**config.mk**
```make
export PLATFORM = sky130hd
export DESIGN_NAME = comment_and_blank_line_stripper_core
export DESIGN_NICKNAME = d
export VERILOG_FILES = /design/src/sv/cmbs_pkg.sv /design/src/sv/cmbs_ws_ram.sv /design/src/sv/cmbs_scanner.sv /design/src/sv/comment_and_blank_line_stripper_core.sv
export SDC_FILE = /design/constraint.sdc
export NUM_CORES = 1
export LEC_CHECK = 0
export BUFFER_PORTS_ARGS = -buffer_cell sky130_fd_sc_hd__buf_2
export CAP_MARGIN = 20
export CORE_ASPECT_RATIO = 0.5
export CORE_UTILIZATION = 50
export DETAILED_ROUTE_END_ITERATION = 16
export MAX_ROUTING_LAYER = met4
export PLACE_DENSITY = 0.66
export SYNTH_ARGS = -nofsm -noshare
export SYNTH_HDL_FRONTEND = slang
export SYNTH_SLANG_ARGS = --single-unit
```
**constraint.sdc**
```tcl
create_clock -name clk_i -period 6.4 [get_ports clk_i]
set_clock_uncertainty 0.1 [all_clocks]
set_input_delay 0.64 -clock clk_i [delete_from_list [all_inputs] [get_ports clk_i]]
set_output_delay 0.64 -clock clk_i [all_outputs]
set_load 0.05 [all_outputs]
```
**src/sv/cmbs_pkg.sv**
```systemverilog
// ----------------------------------------------------------------------------
// cmbs_pkg
// Shared types and constants of the comment and blank-line stripper.
// ----------------------------------------------------------------------------
package cmbs_pkg;

  // Character codes that the scanner looks for.
  localparam logic [7:0] CH_STAR  = 8'h2A;
  localparam logic [7:0] CH_SLASH = 8'h2F;
  localparam logic [7:0] CH_NL    = 8'h0A;
  localparam logic [7:0] CH_SPACE = 8'h20;
  localparam logic [7:0] CH_TAB   = 8'h09;
  localparam logic [7:0] CH_CR    = 8'h0D;

  typedef struct packed {
    logic [7:0] in_byte;
    logic       end_flag;
  } in_word_t;

  typedef struct packed {
    logic [7:0] out_byte;
    logic       last_of_run;
    logic       ws_overflow;
  } out_word_t;

  // What one accepted word asks the emitter to send, in this order:
  // buffered whitespace, a held slash, then one tail byte.
  typedef struct packed {
    logic       flush;
    logic       slash;
    logic       tail;
    logic [7:0] tail_byte;
    logic       ovf;
  } plan_t;

  typedef enum logic [4:0] {
    MODE_NORMAL = 5'b00001,
    MODE_SLASH  = 5'b00010,
    MODE_LINE   = 5'b00100,
    MODE_BLOCK  = 5'b01000,
    MODE_STAR   = 5'b10000
  } scan_mode_e;

endpackage

```
**src/sv/cmbs_ws_ram.sv**
```systemverilog
// ----------------------------------------------------------------------------
// cmbs_ws_ram
// Leading whitespace store: one write port, one registered read port.
// ----------------------------------------------------------------------------
module cmbs_ws_ram #(
  parameter int DEPTH = 32,
  parameter int AW    = 5
) (
  input  logic          clk_i,
  input  logic          we_i,
  input  logic [AW-1:0] waddr_i,
  input  logic [7:0]    wdata_i,
  input  logic [AW-1:0] raddr_i,
  output logic [7:0]    rdata_o
);

  logic [7:0] mem [DEPTH];
  logic [7:0] rdata_q;

  always_ff @(posedge clk_i) begin
    if (we_i) begin
      mem[waddr_i] <= wdata_i;
    end
    rdata_q <= mem[raddr_i];
  end

  assign rdata_o = rdata_q;

endmodule

```
**src/sv/cmbs_scanner.sv**
```systemverilog
// ----------------------------------------------------------------------------
// cmbs_scanner
// Comment scanner and blank-line filter: keeps the line state and works out
// which bytes an incoming word releases.
// ----------------------------------------------------------------------------
module cmbs_scanner
  import cmbs_pkg::*;
#(
  parameter int WS_DEPTH = 32,
  parameter int AW       = 5,
  parameter int CW       = 6
) (
  input  logic          clk_i,
  input  logic          rst_ni,
  input  logic          fire_i,
  input  in_word_t      in_data_i,
  output plan_t         plan_o,
  output logic [CW-1:0] flush_n_o,
  output logic          ws_we_o,
  output logic [AW-1:0] ws_waddr_o,
  output logic [7:0]    ws_wdata_o
);

  scan_mode_e    mode_q, mode_d;
  logic          vis_q, vis_d;
  logic [CW-1:0] cnt_q, cnt_d;
  logic          ovf_q, ovf_d;

  logic [7:0] b;
  logic       is_nl, is_sp;
  logic       stage_en, stage_vis;
  logic       we;

  assign b     = in_data_i.in_byte;
  assign is_nl = (b == CH_NL);
  assign is_sp = (b == CH_SPACE) || (b == CH_TAB) || (b == CH_CR);

  always_comb begin
    mode_d    = mode_q;
    vis_d     = vis_q;
    cnt_d     = cnt_q;
    ovf_d     = ovf_q;
    plan_o    = '0;
    plan_o.ovf = ovf_q;
    stage_en  = 1'b0;
    stage_vis = vis_q;
    we        = 1'b0;

    if (in_data_i.end_flag) begin
      if (mode_q == MODE_SLASH) begin
        // The held slash is visible, so the line gets its newline too.
        plan_o.slash     = 1'b1;
        plan_o.flush     = !vis_q;
        plan_o.tail      = 1'b1;
        plan_o.tail_byte = CH_NL;
      end else if (vis_q) begin
        plan_o.tail      = 1'b1;
        plan_o.tail_byte = CH_NL;
      end
      mode_d = MODE_NORMAL;
      vis_d  = 1'b0;
      cnt_d  = '0;
      ovf_d  = 1'b0;
    end else begin
      unique case (mode_q)
        MODE_SLASH: begin
          if (b == CH_SLASH) begin
            mode_d = MODE_LINE;
          end else if (b == CH_STAR) begin
            mode_d = MODE_BLOCK;
          end else begin
            mode_d       = MODE_NORMAL;
            plan_o.slash = 1'b1;
            plan_o.flush = !vis_q;
            vis_d        = 1'b1;
            cnt_d        = '0;
            stage_en     = 1'b1;
            stage_vis    = 1'b1;
          end
        end
        MODE_LINE: begin
          if (is_nl) begin
            mode_d   = MODE_NORMAL;
            stage_en = 1'b1;
          end
        end
        MODE_BLOCK: begin
          if (b == CH_STAR) begin
            mode_d = MODE_STAR;
          end
        end
        MODE_STAR: begin
          if (b == CH_SLASH) begin
            mode_d = MODE_NORMAL;
          end else if (b != CH_STAR) begin
            mode_d = MODE_BLOCK;
          end
        end
        default: begin
          if (b == CH_SLASH) begin
            mode_d = MODE_SLASH;
          end else begin
            mode_d   = MODE_NORMAL;
            stage_en = 1'b1;
          end
        end
      endcase

      if (stage_en) begin
        if (is_nl) begin
          plan_o.tail      = stage_vis;
          plan_o.tail_byte = CH_NL;
          vis_d            = 1'b0;
          cnt_d            = '0;
          ovf_d            = 1'b0;
        end else if (stage_vis) begin
          plan_o.tail      = 1'b1;
          plan_o.tail_byte = b;
        end else if (is_sp) begin
          if (cnt_q < CW'(WS_DEPTH)) begin
            we    = 1'b1;
            cnt_d = cnt_q + 1'b1;
          end else begin
            ovf_d = 1'b1;
          end
        end else begin
          plan_o.flush     = 1'b1;
          plan_o.tail      = 1'b1;
          plan_o.tail_byte = b;
          vis_d            = 1'b1;
          cnt_d            = '0;
        end
      end
    end
  end

  assign flush_n_o  = plan_o.flush ? cnt_q : '0;
  assign ws_we_o    = fire_i && we;
  assign ws_waddr_o = cnt_q[AW-1:0];
  assign ws_wdata_o = b;

  always_ff @(posedge clk_i or negedge rst_ni) begin
    if (!rst_ni) begin
      mode_q <= MODE_NORMAL;
      vis_q  <= 1'b0;
      cnt_q  <= '0;
      ovf_q  <= 1'b0;
    end else if (fire_i) begin
      mode_q <= mode_d;
      vis_q  <= vis_d;
      cnt_q  <= cnt_d;
      ovf_q  <= ovf_d;
    end
  end

  // A buffer write always lands inside the store.
  assert property (@(posedge clk_i) disable iff (!rst_ni)
    ws_we_o |-> (cnt_q < CW'(WS_DEPTH)))
    else $error("whitespace write beyond buffer depth");

  // Buffered whitespace only exists while the line has shown nothing visible.
  assert property (@(posedge clk_i) disable iff (!rst_ni)
    vis_q |-> (cnt_q == '0))
    else $error("whitespace still buffered on a visible line");

  // Overflow is flagged only once the buffer is full.
  assert property (@(posedge clk_i) disable iff (!rst_ni)
    (fire_i && !ovf_q && ovf_d) |-> (cnt_q == CW'(WS_DEPTH)))
    else $error("overflow flagged with buffer space left");

endmodule

```
**src/sv/comment_and_blank_line_stripper_core.sv**
```systemverilog
// ----------------------------------------------------------------------------
// comment_and_blank_line_stripper_core
// Strips C comments and blank lines from a byte stream.
//
//   channel | direction | handshake             | word
//   --------+-----------+-----------------------+----------------------------
//   in      | input     | in_valid_i/in_stall_o | in_byte, end_flag
//   out     | output    | out_valid_o/out_stall_i | out_byte, last_of_run,
//           |           |                       | ws_overflow
//
// A word that yields at most one output byte without a held slash goes
// straight to the output register: plain text flows at one word per cycle
// unless the output stalls. A word that releases buffered whitespace sends
// each whitespace byte, read from the registered whitespace RAM, then a held
// slash, then a tail byte; input is stalled meanwhile. Reset is asynchronous
// and clears the control state; the whitespace RAM is not cleared. Output
// stall holds the output register and, through it, the input.
// ----------------------------------------------------------------------------
module comment_and_blank_line_stripper_core
  import cmbs_pkg::*;
#(
  parameter int WS_DEPTH = 32
) (
  input  logic      clk_i,
  input  logic      rst_ni,
  input  logic      in_valid_i,
  output logic      in_stall_o,
  input  in_word_t  in_data_i,
  output logic      out_valid_o,
  input  logic      out_stall_i,
  output out_word_t out_data_o
);

  localparam int AW = (WS_DEPTH > 1) ? $clog2(WS_DEPTH) : 1;
  localparam int CW = $clog2(WS_DEPTH + 1);

  typedef enum logic [3:0] {
    ST_IDLE     = 4'b0001,
    ST_FLUSH_RD = 4'b0010,
    ST_FLUSH_WR = 4'b0100,
    ST_TAIL     = 4'b1000
  } seq_state_e;

  seq_state_e    state_q, state_d;
  plan_t         plan, plan_q, plan_d;
  logic [CW-1:0] flush_n, n_q, n_d, idx_q, idx_d, idx_nxt;
  logic          ws_we;
  logic [AW-1:0] ws_waddr;
  logic [7:0]    ws_wdata, ws_rdata;

  logic      in_fire, out_free, out_load;
  out_word_t out_q, out_d;
  logic      out_valid_q, last_flush;

  assign out_free   = !out_valid_q || !out_stall_i;
  assign in_stall_o = (state_q != ST_IDLE) || !out_free;
  assign in_fire    = in_valid_i && !in_stall_o;

  cmbs_scanner #(
    .WS_DEPTH (WS_DEPTH),
    .AW       (AW),
    .CW       (CW)
  ) u_scanner (
    .clk_i      (clk_i),
    .rst_ni     (rst_ni),
    .fire_i     (in_fire),
    .in_data_i  (in_data_i),
    .plan_o     (plan),
    .flush_n_o  (flush_n),
    .ws_we_o    (ws_we),
    .ws_waddr_o (ws_waddr),
    .ws_wdata_o (ws_wdata)
  );

  // Writes happen only on accepted words and reads only while flushing, so
  // the input stall keeps the two apart.
  cmbs_ws_ram #(
    .DEPTH (WS_DEPTH),
    .AW    (AW)
  ) u_ws_ram (
    .clk_i   (clk_i),
    .we_i    (ws_we),
    .waddr_i (ws_waddr),
    .wdata_i (ws_wdata),
    .raddr_i (idx_q[AW-1:0]),
    .rdata_o (ws_rdata)
  );

  assign idx_nxt    = idx_q + 1'b1;
  assign last_flush = (idx_nxt == n_q) && !plan_q.slash && !plan_q.tail;

  always_comb begin
    state_d  = state_q;
    plan_d   = plan_q;
    n_d      = n_q;
    idx_d    = idx_q;
    out_load = 1'b0;
    out_d    = out_q;

    unique case (state_q)
      ST_IDLE: begin
        if (in_fire) begin
          if (!plan.slash && (flush_n == '0)) begin
            if (plan.tail) begin
              out_load = 1'b1;
              out_d    = '{out_byte: plan.tail_byte, last_of_run: 1'b1,
                           ws_overflow: plan.ovf};
            end
          end else begin
            plan_d  = plan;
            n_d     = flush_n;
            idx_d   = '0;
            state_d = (flush_n != '0) ? ST_FLUSH_RD : ST_TAIL;
          end
        end
      end
      ST_FLUSH_RD: begin
        state_d = ST_FLUSH_WR;
      end
      ST_FLUSH_WR: begin
        if (out_free) begin
          out_load = 1'b1;
          out_d    = '{out_byte: ws_rdata, last_of_run: last_flush,
                       ws_overflow: plan_q.ovf};
          idx_d    = idx_nxt;
          if (idx_nxt == n_q) begin
            state_d = last_flush ? ST_IDLE : ST_TAIL;
          end else begin
            state_d = ST_FLUSH_RD;
          end
        end
      end
      ST_TAIL: begin
        if (out_free) begin
          out_load = 1'b1;
          if (plan_q.slash) begin
            out_d        = '{out_byte: CH_SLASH, last_of_run: !plan_q.tail,
                             ws_overflow: plan_q.ovf};
            plan_d.slash = 1'b0;
            if (!plan_q.tail) begin
              state_d = ST_IDLE;
            end
          end else begin
            out_d   = '{out_byte: plan_q.tail_byte, last_of_run: 1'b1,
                        ws_overflow: plan_q.ovf};
            state_d = ST_IDLE;
          end
        end
      end
      default: begin
        state_d = ST_IDLE;
      end
    endcase
  end

  always_ff @(posedge clk_i or negedge rst_ni) begin
    if (!rst_ni) begin
      state_q     <= ST_IDLE;
      out_valid_q <= 1'b0;
      idx_q       <= '0;
      n_q         <= '0;
      plan_q      <= '0;
    end else begin
      state_q <= state_d;
      idx_q   <= idx_d;
      n_q     <= n_d;
      plan_q  <= plan_d;
      if (out_load) begin
        out_valid_q <= 1'b1;
      end else if (!out_stall_i) begin
        out_valid_q <= 1'b0;
      end
    end
  end

  always_ff @(posedge clk_i) begin
    if (out_load) begin
      out_q <= out_d;
    end
  end

  assign out_valid_o = out_valid_q;
  assign out_data_o  = out_q;

  // New words are taken only when the emitter has nothing left to send.
  assert property (@(posedge clk_i) disable iff (!rst_ni)
    in_fire |-> (state_q == ST_IDLE))
    else $error("word accepted while emitting");

  // The flush index never runs past the number of buffered bytes.
  assert property (@(posedge clk_i) disable iff (!rst_ni)
    ((state_q == ST_FLUSH_RD) || (state_q == ST_FLUSH_WR)) |-> (idx_q < n_q))
    else $error("flush index out of range");

  // The tail phase always has something to send.
  assert property (@(posedge clk_i) disable iff (!rst_ni)
    (state_q == ST_TAIL) |-> (plan_q.slash || plan_q.tail))
    else $error("tail phase with nothing pending");

  // A byte that is not the last of its run leaves the emitter busy.
  assert property (@(posedge clk_i) disable iff (!rst_ni)
    (out_load && !out_d.last_of_run) |=> (state_q != ST_IDLE))
    else $error("run ended without its last byte");

endmodule
```
==> results.md, run 1 <==
* Status: finished clean
* Sequential area share after synthesis at 69.56%
* First-pass GRT wire length at 45030 microns
* Routing usage on met1 at 35.05%
* HP Class: primary input to async pin
* Met2 Use GR at 33.91%
* Critical Setup Path Class: primary input to flop
* Final hold viol count at 0
* Final wirelength at 29730 microns
* Dpl ws at 2.006 ns
* # IOs at 25
* Crit. End Element: flop
* GRT Util Overall at 23.74%
* Post-cts resize count at 0
* Post-CTS setup repair buffer count at 0
* Die Ht at 116.9 microns
* Area growth, synth to finish at 10.41%
* Least-Margin Pin Slew at 0.9884 ns
* Share of post-route cells with drive strength above 1 at 23.76%
* Share of synthesized registers carrying an async set or reset at 13.02%
* Die Area at 0.02708 sq mm
* Root buffer cell: clkbuf_16
* Syn nets at 775
* PortBufs at 24
* 1st-pass router iterations at 5
* Clk sinks at 315
* Synth area leader: edfxtp_1
* CTS tree: done
* Mapped Cells at 757
* Gr busiest metal: met1
* CTS Buf Count at 28
* Routability congestion estimate at 0.8339
* Setup Total Neg Slack at 0 ns
* Leakage at 4.732 nW
* Fmax at 0.2664 GHz
* Largest net degree at the start of global routing at 69
* Post-DP HPWL at 18880 microns
* Final net count at 800
* Slew HR at 34.11%
* Min Tclk post-route at 3.754 ns
* Crit path DAT at 3.84 ns
* Final global-route overflow total at 0
* Synth warn at 0
* Power per cell area at 278.1 mW/mm^2
* Commonest non-fill, non-tap cell in the layout: edfxtp_1
* Antenna Nets Post-Route at 0
* CTS H-tree lvls at 1
* Clock Latency Late Sink at 0.56 ns
* Max_cap viols at 0
* Most frequent cells in the layout: edfxtp_1, mux4_2, nor2_1
* Longest Clk Path Bufs at 3
* CP required at 6.49 ns
* Vias per inst at 6.319
* Synth Cell Area at 0.01319 sq mm
* Post-route DRC at 0
* Synth top area cells: edfxtp_1, mux4_2, dfrtp_1
* Setup WS post-layout at 2.646 ns
* Synth top area share at 60.55%
* Via count of the first global-routing pass at 7029
* Primary FF master, synth: edfxtp_1
* DRT iter0 DRCs at 802
* Design area at 0.01456 sq mm
* Fin crit share at 58.65%
* Synth unique cells at 70
* WL per Instance at 25.90 microns
* Hold_buf cts at 0
* Syn Area/Cell at 17.43 sq um
* Clock slew at the register clock pins of the worst setup and hold paths at 0.07 ns
* RSZ-0062 raised after global routing: false
* Max-slew violations at 0
* Worst-path maximum fanout at 43
* Met3 global-route usage at 5.111%
* Die W at 231.7 microns
* Core area at 0.02555 sq mm
* N_diodes at 0
* Starting Density at 51.64%
* Initial antenna violation count at 1
* FP Rows at 41
* VDD IR-drop max at 0.1886 mV
* Critical Path Start Type: primary input
* Final setup vio count at 0
* Via count at 7254
* Number of synthesized flops with an enable pin at 266
* R2R depth at 7
* Synthesis-stage register bit count at 315
* Post-DP Area at 0.01365 sq mm
## synthesized netlist by cell type, drive strengths merged (4+ instances only)
cell and number:
o211ai 6, and2 5, nand2b 5, a22o 7, nor2 60, mux2 13
xnor2 8, a32o 7, nand2 48, o31a 4, a211oi 5, o21ai 27
dfxtp 8, ha 5, a21oi 10, or4b 5, and3 9, clkbuf 27
dfrtp 39, nand3b 6, nand3 17, mux4 80, edfxtp 266, a31oi 8
buf 10, nor3 12, inv 11
## sequential cells by signal, summed over array words and instances (netlist names)
| register | count |
|---|---|
| out_data_o | 10 |
| u_ws_ram.mem | 256 |
| u_ws_ram.rdata_o | 8 |
| u_scanner.mode_q | 5 |
| state_q | 4 |
| out_valid_o | 1 |
| n_q | 6 |
| u_scanner.vis_q | 1 |
| plan_q | 11 |
| idx_q | 6 |
| u_scanner.cnt_q | 6 |
| u_scanner.ovf_q | 1 |
## cells by family (layout without fill, tap and decap cells)
family                   count (synthesis)  in the layout  share of synthesized area [%]
AND/OR/NAND/NOR                        182            182                          6.848
buffers and inverters                   48             95                          1.527
XOR/XNOR                                11             11                         0.7304
multiplexers                            95             95                          14.92
flip-flops                             315            315                          69.56
AO/OA/AOI/OAI                          101            101                          5.938
adder cells (fa/ha/maj)                  5              5                         0.4742
## final timing paths
check,endpoint,slack (ns),from
setup reg to reg,u_ws_ram.mem[28][2],2.71,u_scanner.mode_q[4]
hold / removal,n_q[5],0.15,rst_ni
max in group asynchronous,idx_q[0],5.36,rst_ni
min in group clk_i,u_ws_ram.mem[5][4],0.38,in_data_i[5]
setup / recovery,u_ws_ram.mem[28][2],2.65,in_data_i[1]
hold reg to reg,plan_q[4],0.39,plan_q[4]
## routing by layer
metal  share of wire [%]  vias to the layer above
li1                    -                     3110
met1                  45                     3720
met2                  44                      391
met3                 9.5                       33
met4                 1.7                        0
met5                   0                        -
## cell type report
type | count | area (sq um)
Clock inverter | 18 | 193.9
Inverter | 11 | 41.29
Tap cell | 344 | 430.4
Clock buffer | 34 | 723.2
Multi-Input combinational cell | 394 | 3814
Sequential cell | 315 | 9181
Fill cell | 1921 | 10980
Timing Repair Buffer | 32 | 180.2
## stage by stage
step	cells	utilization (%)	power (mW)	hold WS, ns
2_1_floorplan	757	-	2.345	0.2444
3_3_place_gp	1096	53.42	2.410	0.3560
3_5_place_dp	1096	53.42	2.412	0.3754
4_1_cts	1148	57.01	4.079	0.1625
5_1_grt	1148	57.01	4.168	0.1965
6_report	1148	57.01	4.051	0.1455
## report_power, final
group          leakage (nW)  internal (mW)  switching [mW]  total, mW
Clock                 0.451          0.938           0.746       1.68
Sequential             3.02           2.23         0.00564       2.24
Combinational          1.26         0.0257           0.102      0.128
## critical path, stage by stage
cell	delay, ns
buf_2	0.37
or4b_4	0.66
a211oi_4	0.36
nand3_1	0.27
and4bb_4	0.42
nand2_1	0.39
nor2_1	0.71
(Power assumes the default switching activity.)
==> inputs of run 2 (changes only) <==
Clock period 6.4 ns to 3.9 ns, I/O delays scaled along.
==> results.md, run 2 (synthesis gave the netlist of run 1 again) <==
* Routing usage on met1 at 36.47% (was 35.05%)
* Die W at 231.7 microns (unchanged)
* CP required at 4.00 ns (was 6.49 ns)
* CTS H-tree lvls at 1 (unchanged)
* Fillcell total at 1856 (was 1921)
* Largest net degree at the start of global routing at 42 (was 69)
* Longest Clk Path Bufs at 3 (unchanged)
* Max_cap viols at 0 (unchanged)
* VDD IR-drop max at 0.2884 mV (was 0.1886 mV)
* Vias per inst at 6.367 (was 6.319)
* First-pass GRT wire length at 45910 microns (was 45030 microns)
* Clk sinks at 315 (unchanged)
* Hold_ws at 0.08371 ns (was 0.1455 ns)
* N_diodes at 0 (unchanged)
* Via count at 7475 (was 7254)
* PortBufs at 24 (unchanged)
* Min Tclk post-route at 3.359 ns
* CTS Buf Count at 28 (unchanged)
* Share of post-route cells with drive strength above 1 at 26.39% (was 23.76%)
* Final setup vio count at 0 (unchanged)
* Crit. End Element: flop (unchanged)
* CTS tree: done (unchanged)
* Post-DP Area at 0.01388 sq mm (was 0.01365 sq mm)
* Least-Margin Pin Slew at 1.013 ns (was 0.9884 ns)
* GRT Util Overall at 24.38% (was 23.74%)
* Core area at 0.02555 sq mm (unchanged)
* Core Util, Final at 58.47% (was 57.01%)
* 1st-pass router iterations at 5 (unchanged)
* Final net count at 826 (was 800)
* Leakage at 4.934 nW (was 4.732 nW)
* Post-route DRC at 0 (unchanged)
* Worst-path maximum fanout at 8 (was 43)
* RSZ-0062 raised after global routing: false (unchanged)
* Die Ht at 116.9 microns (unchanged)
* Routability congestion estimate at 0.8967 (was 0.8339)
* Fin crit share at 86.13%
* DRT iter0 DRCs at 889 (was 802)
* HP Class: primary input to flop (was primary input to async pin)
* Design area at 0.01494 sq mm (was 0.01456 sq mm)
* Final global-route overflow total at 0 (unchanged)
* Slew HR at 32.48% (was 34.11%)
* Most frequent cells in the layout: edfxtp_1, mux4_2, nor2_1 (unchanged)
* Met3 global-route usage at 5.717% (was 5.111%)
* Post-CTS setup repair buffer count at 0 (unchanged)
* Critical Path Start Type: flop (was primary input)
* Clock Latency Late Sink at 0.57 ns (was 0.56 ns)
* Reg with most FFs: u_ws_ram.mem (unchanged)
* Power per cell area at 468.8 mW/mm^2 (was 278.1 mW/mm^2)
* Post-route insts no fill at 1174 (was 1148)
* FP Rows at 41 (unchanged)
* Post-cts resize count at 0 (unchanged)
* Post-DP HPWL at 20020 microns (was 18880 microns)
* Antenna Nets Post-Route at 0 (unchanged)
* Placed Cells at 1121 (was 1096)
* Commonest non-fill, non-tap cell in the layout: edfxtp_1 (unchanged)
* Root buffer cell: clkbuf_16 (unchanged)
* WL per Instance at 26.33 microns (was 25.90 microns)
* Gr busiest metal: met1 (unchanged)
* Die Area at 0.02708 sq mm (unchanged)
* Met2 Use GR at 33.41% (was 33.91%)
* Final wirelength at 30910 microns (was 29730 microns)
* Starting Density at 51.64% (unchanged)
* Clock slew at the register clock pins of the worst setup and hold paths at 0.07 ns (about the same)
* Via count of the first global-routing pass at 6986 (was 7029)
* Setup Total Neg Slack at 0 ns (unchanged)
* Max reg flops at 256 (unchanged)
* Area growth, synth to finish at 13.24% (was 10.41%)
* Crit path DAT at 3.46 ns (was 3.84 ns)
* Max-slew violations at 0 (unchanged)
* Initial antenna violation count at 0 (was 1)
* Final hold viol count at 0 (unchanged)
* # IOs at 25 (unchanged)
* Status: finished clean (unchanged)
* Fmax at 0.2977 GHz
* Critical Setup Path Class: flop to flop (was primary input to flop)
run 2: changes by cell type in the layout (fill, tap and decap cells not counted):
cell,previous run,this run
clkinv_1,2,4
inv_8,1,0
dlygate4sd3_1,0,1
clkinv_2,7,2
bufinv_16,3,7
clkbuf_8,0,2
clkinv_4,2,5
buf_12,0,4
buf_4,8,29
clkbuf_1,6,1
run 2: what timing repair did:
item	in CTS	in global routing
hold endpoints to repair	39	0
setup endpoints to repair	0	0
hold buffers	1	0
run 2: metrics by stage:
stage	setup WS, ns	total power [mW]
floorplan	0.9020	3.848
global placement	0.6608	3.964
detailed placement	0.5529	3.969
CTS	0.5578	7.036
global route	0.3884	7.180
finish	0.5408	7.004
run 2: path summary, 6_finish.rpt:
check	to	startpoint	slack (ns)	cells past startpoint
min reg2reg	plan_q[2]	plan_q[2]	0.38	2
max reg2reg	u_ws_ram.mem[13][0]	u_scanner.mode_q[3]	0.54	8
max	u_ws_ram.mem[13][0]	u_scanner.mode_q[3]	0.54	8
min in group asynchronous	plan_q[10]	rst_ni	0.42	2
min	u_ws_ram.mem[0][7]	in_data_i[8]	0.08	1
max in group asynchronous	idx_q[0]	rst_ni	2.57	2
run 2: cell type report:
class	count	area, sq um	area share [%]
Tap cell	344	430.4	2.881
Multi-Input combinational cell	394	3814	25.53
Inverter	11	41.29	0.2764
Clock inverter	21	311.5	2.086
Clock buffer	31	732.0	4.900
Timing Repair Buffer	58	427.9	2.865
Sequential cell	315	9181	61.46
run 2: critical path, cell delays in order (launching register included):
cell and delay, ns:
dfrtp_1 0.46, or4b_4 0.59, o311ai_2 0.14, a21o_1 0.27
o311a_4 0.22, and4bb_4 0.30, nand2_1 0.16, buf_4 0.19
nor2_1 0.56
run 2: report_power, final:
part	leakage, nW	internal, mW	switching, mW
logic	1.41	0.0502	0.172
clock network	0.506	1.83	1.28
registers	3.02	3.66	0.00984
total	4.93	5.55	1.46
run 2: per-layer routing:
| metal | part of all wire, % | vias up |
|---|---|---|
| li1 | - | 3159 |
| met1 | 45 | 3867 |
| met2 | 43 | 398 |
| met3 | 10 | 51 |
| met4 | 2.5 | 0 |
| met5 | 0 | - |
==> inputs of run 3 (changes only) <==
Settings changed: CELL_PAD_IN_SITES_DETAIL_PLACEMENT set to 0, CELL_PAD_IN_SITES_GLOBAL_PLACEMENT set to 1, CORE_ASPECT_RATIO 0.5 to not set, CORE_MARGIN set to 5, PLACE_DENSITY 0.66 to not set, PLACE_DENSITY_LB_ADDON set to 0.1.
==> results.md, run 3 (synthesis gave the netlist of run 1 again) <==
* Fin crit share at 87.68% (was 86.13%)
* WL per Instance at 28.16 microns (was 26.33 microns)
* Least-Margin Pin Slew at 1.032 ns (was 1.013 ns)
* Design area at 0.01494 sq mm (about the same)
* Power per cell area at 470.4 mW/mm^2 (was 468.8 mW/mm^2)
* Crit. End Element: flop (unchanged)
* CTS Buf Count at 34 (was 28)
* Max-slew violations at 0 (unchanged)
* Clk sinks at 315 (unchanged)
* Root buffer cell: clkbuf_16 (unchanged)
* Commonest non-fill, non-tap cell in the layout: edfxtp_1 (unchanged)
* Via count at 7390 (was 7475)
* Max reg flops at 256 (unchanged)
* Worst-path maximum fanout at 12 (was 8)
* Die W at 172.4 microns (was 231.7 microns)
* Slew HR at 31.23% (was 32.48%)
* Area growth, synth to finish at 13.22% (was 13.24%)
* DRT iter0 DRCs at 742 (was 889)
* Routability congestion estimate at 0.8961 (was 0.8967)
* HP Class: primary input to flop (unchanged)
* CP required at 3.93 ns (was 4.00 ns)
* Post-DP HPWL at 21680 microns (was 20020 microns)
* VDD IR-drop max at 0.3987 mV (was 0.2884 mV)
* Cell Chain, Critical Path: or4b_1 -> o311ai_2 -> a21o_1 -> o311a_4 -> and4bb_4 -> nand2_1 -> buf_4 -> nor2_1 (was or4b_4 -> o311ai_2 -> a21o_1 -> o311a_4 -> and4bb_4 -> nand2_1 -> buf_4 -> nor2_1)
* Setup Total Neg Slack at 0 ns (unchanged)
* Post-DP Area at 0.01382 sq mm (was 0.01388 sq mm)
* Crit path DAT at 3.45 ns (was 3.46 ns)
* 1st-pass router iterations at 8 (was 5)
* PortBufs at 24 (unchanged)
* Via count of the first global-routing pass at 7326 (was 6986)
* Status: finished clean (unchanged)
* Dpl ws at 0.5237 ns (was 0.5529 ns)
* Clock slew at the register clock pins of the worst setup and hold paths at 0.06 ns (was 0.07 ns)
* Hold_buf cts at 1 (unchanged)
* Reg with most FFs: u_ws_ram.mem (unchanged)
* R2R depth at 8 (unchanged)
* Post-route DRC at 0 (unchanged)
* Largest net degree at the start of global routing at 49 (was 42)
* Final hold viol count at 0 (unchanged)
* Fmax at 0.2924 GHz (was 0.2977 GHz)
* Core area at 0.02598 sq mm (was 0.02555 sq mm)
* Starting Density at 50.77% (was 51.64%)
* N_diodes at 0 (unchanged)
* Post-route insts no fill at 1174 (unchanged)
* Clock Latency Late Sink at 0.51 ns (was 0.57 ns)
* Hold Path Stages at 4 (was 1)
* Critical Path Start Type: flop (unchanged)
* Final global-route overflow total at 0 (unchanged)
* CTS tree: done (unchanged)
* Total power at 7.026 mW (was 7.004 mW)
* Die Area at 0.02973 sq mm (was 0.02708 sq mm)
* Share of post-route cells with drive strength above 1 at 26.22% (was 26.39%)
* Min Tclk post-route at 3.420 ns (was 3.359 ns)
* CTS H-tree lvls at 2 (was 1)
* Seq. cell area at 0.009181 sq mm (unchanged)
* Leakage at 4.928 nW (was 4.934 nW)
* Post-CTS setup repair buffer count at 0 (unchanged)
* Multi-input logic area at 0.003814 sq mm (unchanged)
* GRT Util Overall at 23.47% (was 24.38%)
* Fillcell total at 1994 (was 1856)
* Slowest CP cell: dfrtp_1 (was or4b_4)
* Initial antenna violation count at 2 (was 0)
* Antenna Nets Post-Route at 0 (unchanged)
* Max_cap viols at 0 (unchanged)
* Placed Cells at 1110 (was 1121)
* Vias per inst at 6.295 (was 6.367)
* Critical Setup Path Class: flop to flop (unchanged)
* Final setup vio count at 0 (unchanged)
* First-pass GRT wire length at 49110 microns (was 45910 microns)
* Die Ht at 172.4 microns (was 116.9 microns)
* Final net count at 831 (was 826)
* Longest Clk Path Bufs at 3 (unchanged)
* Most frequent cells in the layout: edfxtp_1, mux4_2, nor2_1 (unchanged)
* RSZ-0062 raised after global routing: false (unchanged)
* Post-cts resize count at 0 (unchanged)
* FP Rows at 59 (was 41)
* # IOs at 25 (unchanged)
* Final wirelength at 33060 microns (was 30910 microns)
* Slowest cell delay on critical path at 0.57 ns (was 0.59 ns)
* Setup WS post-layout at 0.4804 ns (was 0.5408 ns)
run 3: metrics by stage:
step           hold slack, ns  util [%]
2_1_floorplan       -0.005591         -
3_3_place_gp           0.3588     53.19
3_5_place_dp           0.3722     53.19
4_1_cts                0.1846     57.40
5_1_grt                0.2323     57.48
6_report               0.2209     57.48
run 3: layout make-up:
type,count,share of cell area (%)
Tap cell,335,2.806
Timing Repair Buffer,57,2.647
Sequential cell,315,61.47
Inverter,11,0.2765
Clock buffer,41,5.940
Clock inverter,21,1.324
Multi-Input combinational cell,394,25.53
run 3: metal layers:
metal / track usage (%) / routed length [microns] / share of wire (%)
met5: - / 0 / 0
met4: 4.580 / 612 / 1.9
met3: 3.727 / 2275 / 6.9
met2: 37.09 / 16200 / 49
met1: 33.11 / 13970 / 42
run 3: worst paths after layout:
check                                     from                  end  slack [ns]
max                        u_scanner.mode_q[4]  u_ws_ram.mem[11][5]        0.48
min                                 in_valid_i             idx_q[2]        0.22
max reg2reg                u_scanner.mode_q[4]  u_ws_ram.mem[11][5]        0.48
min reg2reg                          plan_q[7]            plan_q[7]        0.39
max in group asynchronous               rst_ni  u_scanner.mode_q[0]        2.90
min in group asynchronous               rst_ni          out_valid_o        0.26
run 3: power breakdown:
part	internal (mW)	leakage [nW]	switching (mW)	total, mW
sequential	3.67	3.02	0.0104	3.68
clock	1.83	0.523	1.28	3.12
combinational	0.0516	1.39	0.179	0.231
total	5.55	4.93	1.47	7.03
run 3: critical path, delay by kind of cell, from the launching register on:
family / cells / cell delay, ns
AO/OA/AOI/OAI: 3 / 0.72
buffers and inverters: 1 / 0.18
flip-flops: 1 / 0.57
AND/OR/NAND/NOR: 4 / 1.47
